===== src/design/csp_pkg.sv =====
`timescale 1ns / 1ps
// csp_pkg: shared constants for the channel scan pairing block
// register map, event codes, field widths and reset values; no dependencies

package csp_pkg;

    // configuration register indexes (byte address is 4 times the index)
    localparam logic [2:0] REG_SERVER_ID     = 3'd0;
    localparam logic [2:0] REG_START_CHANNEL = 3'd1;
    localparam logic [2:0] REG_MAX_CHANNEL   = 3'd2;
    localparam logic [2:0] REG_REPLY_TIMEOUT = 3'd3;
    localparam logic [2:0] REG_SCAN_LIMIT    = 3'd4;
    localparam logic [2:0] REG_PAUSE_MS      = 3'd5;
    localparam logic [2:0] REG_FAIL_LIMIT    = 3'd6;

    // event codes carried by req_type
    localparam logic [1:0] REQ_TICK      = 2'd0;
    localparam logic [1:0] REQ_SEND_DONE = 2'd1;
    localparam logic [1:0] REQ_PAIR_MSG  = 2'd2;
    localparam logic [1:0] REQ_RESET     = 2'd3;

    // widths
    localparam int ADDR_W    = 48;
    localparam int CHAN_W    = 4;
    localparam int TIMER_W   = 16;
    localparam int ATTEMPT_W = 6;
    localparam int FAIL_W    = 4;
    localparam int ID_W      = 8;

    // reset values of the registers
    localparam logic [ID_W-1:0]      RST_SERVER_ID     = 8'd0;
    localparam logic [CHAN_W-1:0]    RST_START_CHANNEL = 4'd1;
    localparam logic [CHAN_W-1:0]    RST_MAX_CHANNEL   = 4'd11;
    localparam logic [TIMER_W-1:0]   RST_REPLY_TIMEOUT = 16'd500;
    localparam logic [ATTEMPT_W-1:0] RST_SCAN_LIMIT    = 6'd22;
    localparam logic [TIMER_W-1:0]   RST_PAUSE_MS      = 16'd10000;
    localparam logic [FAIL_W-1:0]    RST_FAIL_LIMIT    = 4'd3;

    // first and last channel and broadcast station address
    localparam logic [CHAN_W-1:0] FIRST_CHANNEL  = 4'd1;
    localparam logic [CHAN_W-1:0] LAST_CHANNEL   = 4'd15;
    localparam logic [ADDR_W-1:0] BROADCAST_ADDR = {ADDR_W{1'b1}};

endpackage


===== src/design/channel_scan_pairing_fsm.sv =====
`timescale 1ns / 1ps
// channel_scan_pairing_fsm: client side of a channel-scanning pairing handshake
// depends on csp_pkg for register map, event codes and reset values
//
// Usage:
//   s_ channel: one event item per handshake (tick, send completion, pairing
//   message or pairing reset). m_ channel: one result item per event with the
//   link state, request strobe, active channel and latched peer data.
//   APB port sets server id, channel range, timeouts and limits; registers
//   sit at byte addresses 0x00..0x18, reads return the stored value.
//   Latency: the result of an item is valid the cycle after its acceptance.
//   Throughput: one item per cycle while the receiver takes results; the state
//   update is a single pass of counter and compare logic between the state
//   registers and the result register.
//   When the receiver stalls, the result register holds and s_ready drops;
//   s_ready is high whenever the result register is empty or being drained.
//   Reset (aresetn low, synchronous) returns the link to the request state on
//   channel 1, clears counters and result valid, loads register defaults and
//   sets the peer address to broadcast.

module channel_scan_pairing_fsm
    import csp_pkg::*;
(
    input  logic               aclk,
    input  logic               aresetn,
    // input event channel
    input  logic               s_valid,
    output logic               s_ready,
    input  logic [1:0]         s_req_type,
    input  logic               s_send_failed,
    input  logic [ID_W-1:0]    s_sender_id,
    input  logic [CHAN_W-1:0]  s_sender_channel,
    input  logic [ADDR_W-1:0]  s_sender_address,
    // result channel
    output logic               m_valid,
    input  logic               m_ready,
    output logic [1:0]         m_link_state,
    output logic               m_send_request,
    output logic [CHAN_W-1:0]  m_active_channel,
    output logic               m_save_channel,
    output logic [ADDR_W-1:0]  m_peer_address,
    output logic [CHAN_W-1:0]  m_peer_channel,
    output logic               m_paired_led,
    // configuration port
    input  logic               psel,
    input  logic               penable,
    input  logic               pwrite,
    input  logic [4:0]         paddr,
    input  logic [31:0]        pwdata,
    output logic [31:0]        prdata,
    output logic               pready
);

    typedef enum logic [1:0] {
        ST_REQUEST   = 2'd0,
        ST_REQUESTED = 2'd1,
        ST_PAUSED    = 2'd2,
        ST_PAIRED    = 2'd3
    } link_t;

    // configuration registers
    logic [ID_W-1:0]      server_id_reg;
    logic [CHAN_W-1:0]    start_channel_reg;
    logic [CHAN_W-1:0]    max_channel_reg;
    logic [TIMER_W-1:0]   reply_timeout_reg;
    logic [ATTEMPT_W-1:0] scan_limit_reg;
    logic [TIMER_W-1:0]   pause_ms_reg;
    logic [FAIL_W-1:0]    fail_limit_reg;

    // link state
    link_t                link_reg, link_next;
    logic [CHAN_W-1:0]    channel_reg, channel_next;
    logic [ATTEMPT_W-1:0] attempt_reg, attempt_next;
    logic [TIMER_W-1:0]   wait_reg, wait_next;
    logic [TIMER_W-1:0]   pause_reg, pause_next;
    logic [FAIL_W-1:0]    fail_reg, fail_next;
    logic [ADDR_W-1:0]    srv_addr_reg, srv_addr_next;
    logic [CHAN_W-1:0]    srv_chan_reg, srv_chan_next;
    logic                 sent_next;
    logic                 save_next;

    // result register
    logic                 m_valid_reg;
    logic [1:0]           m_link_state_reg;
    logic                 m_send_request_reg;
    logic [CHAN_W-1:0]    m_active_channel_reg;
    logic                 m_save_channel_reg;
    logic [ADDR_W-1:0]    m_peer_address_reg;
    logic [CHAN_W-1:0]    m_peer_channel_reg;
    logic                 m_paired_led_reg;

    logic                 item_acc;
    logic                 cfg_wr;
    logic [2:0]           cfg_idx;
    logic [CHAN_W-1:0]    start_clamped;

    // arithmetic helpers
    logic [CHAN_W:0]      chan_inc;
    logic [ATTEMPT_W:0]   attempt_inc;
    logic [TIMER_W:0]     pause_inc;
    logic [FAIL_W:0]      fail_inc;

    assign s_ready  = !m_valid_reg || m_ready;
    assign item_acc = s_valid && s_ready;
    assign pready   = 1'b1;
    assign cfg_wr   = psel && penable && pwrite;
    assign cfg_idx  = paddr[4:2];

    // start channel written by software, pulled back to channel one if out of range (active channel only)
    always_comb begin
        if (pwdata[CHAN_W-1:0] == '0 || pwdata[CHAN_W-1:0] > max_channel_reg) begin
            start_clamped = FIRST_CHANNEL;
        end else begin
            start_clamped = pwdata[CHAN_W-1:0];
        end
    end

    // register read mux
    always_comb begin
        prdata = '0;
        unique case (cfg_idx)
            REG_SERVER_ID:     prdata = {24'd0, server_id_reg};
            REG_START_CHANNEL: prdata = {28'd0, start_channel_reg};
            REG_MAX_CHANNEL:   prdata = {28'd0, max_channel_reg};
            REG_REPLY_TIMEOUT: prdata = {16'd0, reply_timeout_reg};
            REG_SCAN_LIMIT:    prdata = {26'd0, scan_limit_reg};
            REG_PAUSE_MS:      prdata = {16'd0, pause_ms_reg};
            REG_FAIL_LIMIT:    prdata = {28'd0, fail_limit_reg};
            default:           prdata = '0;
        endcase
    end

    assign chan_inc    = {1'b0, channel_reg} + 1'b1;
    assign attempt_inc = {1'b0, attempt_reg} + 1'b1;
    assign pause_inc   = {1'b0, pause_reg} + 1'b1;
    assign fail_inc    = {1'b0, fail_reg} + 1'b1;

    // next state for one event item
    always_comb begin
        link_next     = link_reg;
        channel_next  = channel_reg;
        attempt_next  = attempt_reg;
        wait_next     = wait_reg;
        pause_next    = pause_reg;
        fail_next     = fail_reg;
        srv_addr_next = srv_addr_reg;
        srv_chan_next = srv_chan_reg;
        sent_next     = 1'b0;
        save_next     = 1'b0;
        unique case (s_req_type)
            REQ_TICK: begin
                unique case (link_reg)
                    ST_REQUEST: begin
                        sent_next = 1'b1;
                        wait_next = '0;
                        link_next = ST_REQUESTED;
                    end
                    ST_REQUESTED: begin
                        if (wait_reg >= reply_timeout_reg) begin
                            wait_next = '0;
                            // advance with wrap to channel one
                            if (chan_inc > {1'b0, max_channel_reg}
                                    || chan_inc > {1'b0, LAST_CHANNEL}) begin
                                channel_next = FIRST_CHANNEL;
                            end else begin
                                channel_next = chan_inc[CHAN_W-1:0];
                            end
                            attempt_next = attempt_inc[ATTEMPT_W] ? {ATTEMPT_W{1'b1}}
                                                                  : attempt_inc[ATTEMPT_W-1:0];
                            if (attempt_inc > {1'b0, scan_limit_reg}) begin
                                pause_next = '0;
                                link_next  = ST_PAUSED;
                            end else begin
                                link_next  = ST_REQUEST;
                            end
                        end else if (wait_reg != {TIMER_W{1'b1}}) begin
                            wait_next = wait_reg + 1'b1;
                        end
                    end
                    ST_PAUSED: begin
                        if (pause_inc >= {1'b0, pause_ms_reg}) begin
                            attempt_next = '0;
                            link_next    = ST_REQUEST;
                        end else begin
                            pause_next = pause_inc[TIMER_W-1:0];
                        end
                    end
                    ST_PAIRED: begin
                        // ticks do nothing once paired
                    end
                    default: begin
                    end
                endcase
            end
            REQ_SEND_DONE: begin
                if (!s_send_failed) begin
                    fail_next = '0;
                end else if (link_reg == ST_PAIRED) begin
                    if (fail_inc > {1'b0, fail_limit_reg}) begin
                        link_next = ST_REQUEST;
                        fail_next = '0;
                    end else begin
                        fail_next = fail_inc[FAIL_W-1:0];
                    end
                end
            end
            REQ_PAIR_MSG: begin
                if (s_sender_id == server_id_reg) begin
                    srv_addr_next = s_sender_address;
                    srv_chan_next = s_sender_channel;
                    save_next     = 1'b1;
                    link_next     = ST_PAIRED;
                end
            end
            REQ_RESET: begin
                link_next = ST_REQUEST;
            end
            default: begin
            end
        endcase
    end

    // state, configuration and result registers
    always_ff @(posedge aclk) begin
        if (!aresetn) begin
            server_id_reg     <= RST_SERVER_ID;
            start_channel_reg <= RST_START_CHANNEL;
            max_channel_reg   <= RST_MAX_CHANNEL;
            reply_timeout_reg <= RST_REPLY_TIMEOUT;
            scan_limit_reg    <= RST_SCAN_LIMIT;
            pause_ms_reg      <= RST_PAUSE_MS;
            fail_limit_reg    <= RST_FAIL_LIMIT;
            link_reg          <= ST_REQUEST;
            channel_reg       <= RST_START_CHANNEL;
            attempt_reg       <= '0;
            wait_reg          <= '0;
            pause_reg         <= '0;
            fail_reg          <= '0;
            srv_addr_reg      <= BROADCAST_ADDR;
            srv_chan_reg      <= '0;
            m_valid_reg       <= 1'b0;
        end else begin
            if (item_acc) begin
                link_reg     <= link_next;
                channel_reg  <= channel_next;
                attempt_reg  <= attempt_next;
                wait_reg     <= wait_next;
                pause_reg    <= pause_next;
                fail_reg     <= fail_next;
                srv_addr_reg <= srv_addr_next;
                srv_chan_reg <= srv_chan_next;
                // result payload, loaded with each accepted item
                m_link_state_reg     <= link_next;
                m_send_request_reg   <= sent_next;
                m_active_channel_reg <= channel_next;
                m_save_channel_reg   <= save_next;
                m_peer_address_reg   <= srv_addr_next;
                m_peer_channel_reg   <= srv_chan_next;
                m_paired_led_reg     <= (link_next == ST_PAIRED);
            end
            if (cfg_wr) begin
                unique case (cfg_idx)
                    REG_SERVER_ID:     server_id_reg <= pwdata[ID_W-1:0];
                    REG_START_CHANNEL: begin
                        start_channel_reg <= pwdata[CHAN_W-1:0];
                        channel_reg       <= start_clamped;
                    end
                    REG_MAX_CHANNEL:   max_channel_reg   <= pwdata[CHAN_W-1:0];
                    REG_REPLY_TIMEOUT: reply_timeout_reg <= pwdata[TIMER_W-1:0];
                    REG_SCAN_LIMIT:    scan_limit_reg    <= pwdata[ATTEMPT_W-1:0];
                    REG_PAUSE_MS:      pause_ms_reg      <= pwdata[TIMER_W-1:0];
                    REG_FAIL_LIMIT:    fail_limit_reg    <= pwdata[FAIL_W-1:0];
                    default: begin
                    end
                endcase
            end
            if (item_acc) begin
                m_valid_reg <= 1'b1;
            end else if (m_ready) begin
                m_valid_reg <= 1'b0;
            end
        end
    end

    assign m_valid          = m_valid_reg;
    assign m_link_state     = m_link_state_reg;
    assign m_send_request   = m_send_request_reg;
    assign m_active_channel = m_active_channel_reg;
    assign m_save_channel   = m_save_channel_reg;
    assign m_peer_address   = m_peer_address_reg;
    assign m_peer_channel   = m_peer_channel_reg;
    assign m_paired_led     = m_paired_led_reg;

endmodule

===== config.mk =====
export PLATFORM = sky130hd
export DESIGN_NAME = channel_scan_pairing_fsm
export DESIGN_NICKNAME = d
export VERILOG_FILES = /design/src/design/csp_pkg.sv /design/src/design/channel_scan_pairing_fsm.sv
export SDC_FILE = /design/constraint.sdc
export NUM_CORES = 1
export LEC_CHECK = 0
export BUFFER_PORTS_ARGS = -buffer_cell sky130_fd_sc_hd__buf_2
export CELL_PAD_IN_SITES_DETAIL_PLACEMENT = 0
export CELL_PAD_IN_SITES_GLOBAL_PLACEMENT = 1
export CORE_UTILIZATION = 40
export CTS_BUF_LIST = sky130_fd_sc_hd__clkbuf_16
export CTS_CLUSTER_SIZE = 8
export DETAILED_ROUTE_END_ITERATION = 12
export GPL_ROUTABILITY_DRIVEN = 0
export PLACE_DENSITY_LB_ADDON = 0.1
export SYNTH_ARGS = -nofsm -noshare
export SYNTH_HDL_FRONTEND = slang
export SYNTH_SLANG_ARGS = --single-unit

===== constraint.sdc =====
create_clock -name aclk -period 5.2 [get_ports aclk]
set_clock_uncertainty 0.2 [all_clocks]
set_input_delay 0 -clock aclk [delete_from_list [all_inputs] [get_ports aclk]]
set_output_delay 0 -clock aclk [all_outputs]
set_load 0.01 [all_outputs]

==> run_results.csv <==
group,metric,value,unit
die,io_pins,203,
synth,ys_ff_latch,220,
pwr,pwr_density_cell,292,nW/um^2
cells_and_area,layout_common_cells,"382 x nand2_1, 166 x buf_2, 159 x dfxtp_1",
clock_network,clockBufferDepth,3,
sta,hold_viol,0,
die,die_w,169,um
sta,clock.fmax,247,MHz
sta,finalSetupViolations,0,
clock_network,root_buffer,"clkbuf_16",
grt,grt_pass1_vias,9336,
worst_setup_path,worstSetupEndpointType,"flip-flop",
clock_network,path_clk_slew,0.06,ns
synth,synthFlopType,"dfxtp_1",
clock_network,numCtsBuffers,31,
die,design.core.area,27200,um^2
clock_network,ctsHoldBuffers,88,
clock_network,cts_setup_buffers,0,
grt,overflow,0,
grt,antenna_found_initial,0,
sta,slew_viol_final,0,
drt,route.detailed.drc,0,
drt,initialDrtViolationCount,538,
worst_setup_path,setup.worst_path.start,"pause_reg[2]",
synth,postSynthAreaPerCell,8.33,um^2
sta,worst_slew_pin_slew,1.11,ns
die,dieArea,28600,um^2
placement,dp.final_hpwl,21200,um
grt,met2_usage,0.350,
sta,layout_setup_ws,1.15,ns
min_path,hp-start,"s_sender_id[4]",
clock_network,cts_tree,"done",
synth,synth_cell_types,69,
grt,gr-usage-met1,0.306,
grt,grt_pass1_wl,49700,um
worst_setup_path,criticalPathCategory,"reg2reg",
status,outcome,"completed",
die,die_h,169,um
synth,yosysSeqAreaShare,0.448,
placement,post-place-ws,1.29,ns
pwr,ir_drop,0.000210,V
grt,grt_busiest_layer,"met2",
cells_and_area,synthToLayoutAreaGrowth,25.4,%
synth,netlist_area,11200,um^2
drt,via_count,9910,
worst_setup_path,start_kind,"flip-flop",
placement,io_buffer_count,167,
worst_setup_path,cp_max_fo,12,
drt,drt_first_pass_iters,5,
sta,tns,0,ns
sta,rsz0062_at_grt,"no",
die,start_util,0.412,
synth,yosysWarnings,0,
synth,async_flop_share,0,
clock_network,h-tree-depth,1,
min_path,hp-class,"in2reg",
sta,min_period_over_period,0.778,
sta,fin_crit,4.05,ns
cells_and_area,layout.nets,1733,
drt,vias_per_cell,5.06,
cells_and_area,drive_above_1_share,0.153,
run,cap_violations,0,
worst_setup_path,crit_arrival,4.24,ns
clock_network,clk_latency,0.56,ns
die,rows,60,
synth,synthCells,1342,
grt,grt_max_degree,77,
clock_network,numClockSinks,220,
pwr,p_leak,6.12,nW
cells_and_area,fillers,2683,
cells_and_area,n_antenna_cell,0,
drt,drtAntennaViolNets,0,
sta,relSlewSlack,0.256,
cells_and_area,mostFrequentLayoutCell,"nand2_1",
drt,wl_per_cell,15.9,um
drt,wirelength,31200,um
worst_setup_path,reg2reg_from,"pause_reg[2]",
synth,synth-edff-count,61,
grt,track_usage,0.218,
worst_setup_path,critPathRequiredTime,5.40,ns
clock_network,cts.repair.resized,0,
grt,grtUsageMet3,0.0359,
## routing by layer
metal	vias to the layer above	share of wire
li1	5032	-
met1	4612	0.49
met2	228	0.44
met3	38	0.055
met4	0	0.015
met5	-	0
## power breakdown
| group | internal (mW) | total (mW) | leakage, nW | switching (mW) |
|---|---|---|---|---|
| combinational | 0.161 | 0.385 | 3.80 | 0.224 |
| sequential | 1.83 | 1.86 | 1.83 | 0.0313 |
| clock | 1.11 | 1.84 | 0.491 | 0.737 |
## worst paths after layout
kind	endpoint	slack, ns	cells after the start
worst max register to register	pause_reg[6]	1.15	14
worst min-delay path	link_reg[1]	0.03	7
worst max-delay path	pause_reg[6]	1.15	14
worst min register to register	start_channel_reg[2]	0.26	2
## cell usage after synthesis (all sizes together), types with 19 or more instances
| cell type | number | area, um^2 |
|---|---|---|
| buf | 25 | 161 |
| o21ai | 40 | 204 |
| a21oi | 64 | 320 |
| ha | 56 | 701 |
| nand3 | 81 | 410 |
| nor3 | 22 | 131 |
| nand2 | 383 | 1440 |
| nor2 | 70 | 265 |
| inv | 58 | 218 |
| clkbuf | 59 | 221 |
| edfxtp | 61 | 1830 |
| o211ai | 19 | 143 |
| xnor2 | 26 | 228 |
| dfxtp | 159 | 3180 |
| mux2i | 22 | 220 |
## worst max-delay path, stage by stage, from the launching register on
cell and delay [ns]:
dfxtp_1 0.49, and2_1 0.22, nand4_1 0.26, nor2_1 0.37
nand2_1 0.13, or2_2 0.30, nand2_1 0.07, ha_1 0.13
nand3_1 0.10, nor3_1 0.41, o31ai_1 0.18, and4_1 0.33
nand4b_1 0.44, nand2b_1 0.17, o21ai_0 0.09
## logic make-up (layout without fill, tap and decap cells)
group,Yosys count,count (layout),synth area share
AND/OR/NAND/NOR,657,657,0.262
flip-flops,220,220,0.448
AO/OA/AOI/OAI,196,196,0.112
buffers and inverters,142,371,0.0537
adder cells (fa/ha/maj),57,57,0.0635
XOR/XNOR,37,37,0.0290
multiplexers,31,31,0.0308
other,2,17,0.000671
## per-stage QoR
step | cells | power (mW) | hold WS [ns] | utilization | area [um^2]
after global routing | 1958 | 4.27 | 0.0533 | 0.516 | 14000
after global placement | 1821 | 2.23 | 0.0509 | 0.451 | 12300
final | 1958 | 4.09 | 0.0346 | 0.516 | 14000
after floorplan | 1357 | 2.11 | -0.0759 | - | 11200
after detailed placement | 1821 | 2.23 | 0.0491 | 0.451 | 12300
after CTS | 1958 | 4.15 | 0.00940 | 0.516 | 14000
## layout make-up
type | instances | area [um^2] | share of cell area
Clock buffer | 31 | 776 | 0.0553
Clock inverter | 18 | 110 | 0.00785
Inverter | 58 | 218 | 0.0155
Timing Repair Buffer | 264 | 1800 | 0.128
Sequential cell | 220 | 5010 | 0.358
Tap cell | 372 | 465 | 0.0332
Multi-Input combinational cell | 995 | 5640 | 0.402
Note: power is estimated with default switching activity, not from simulation.
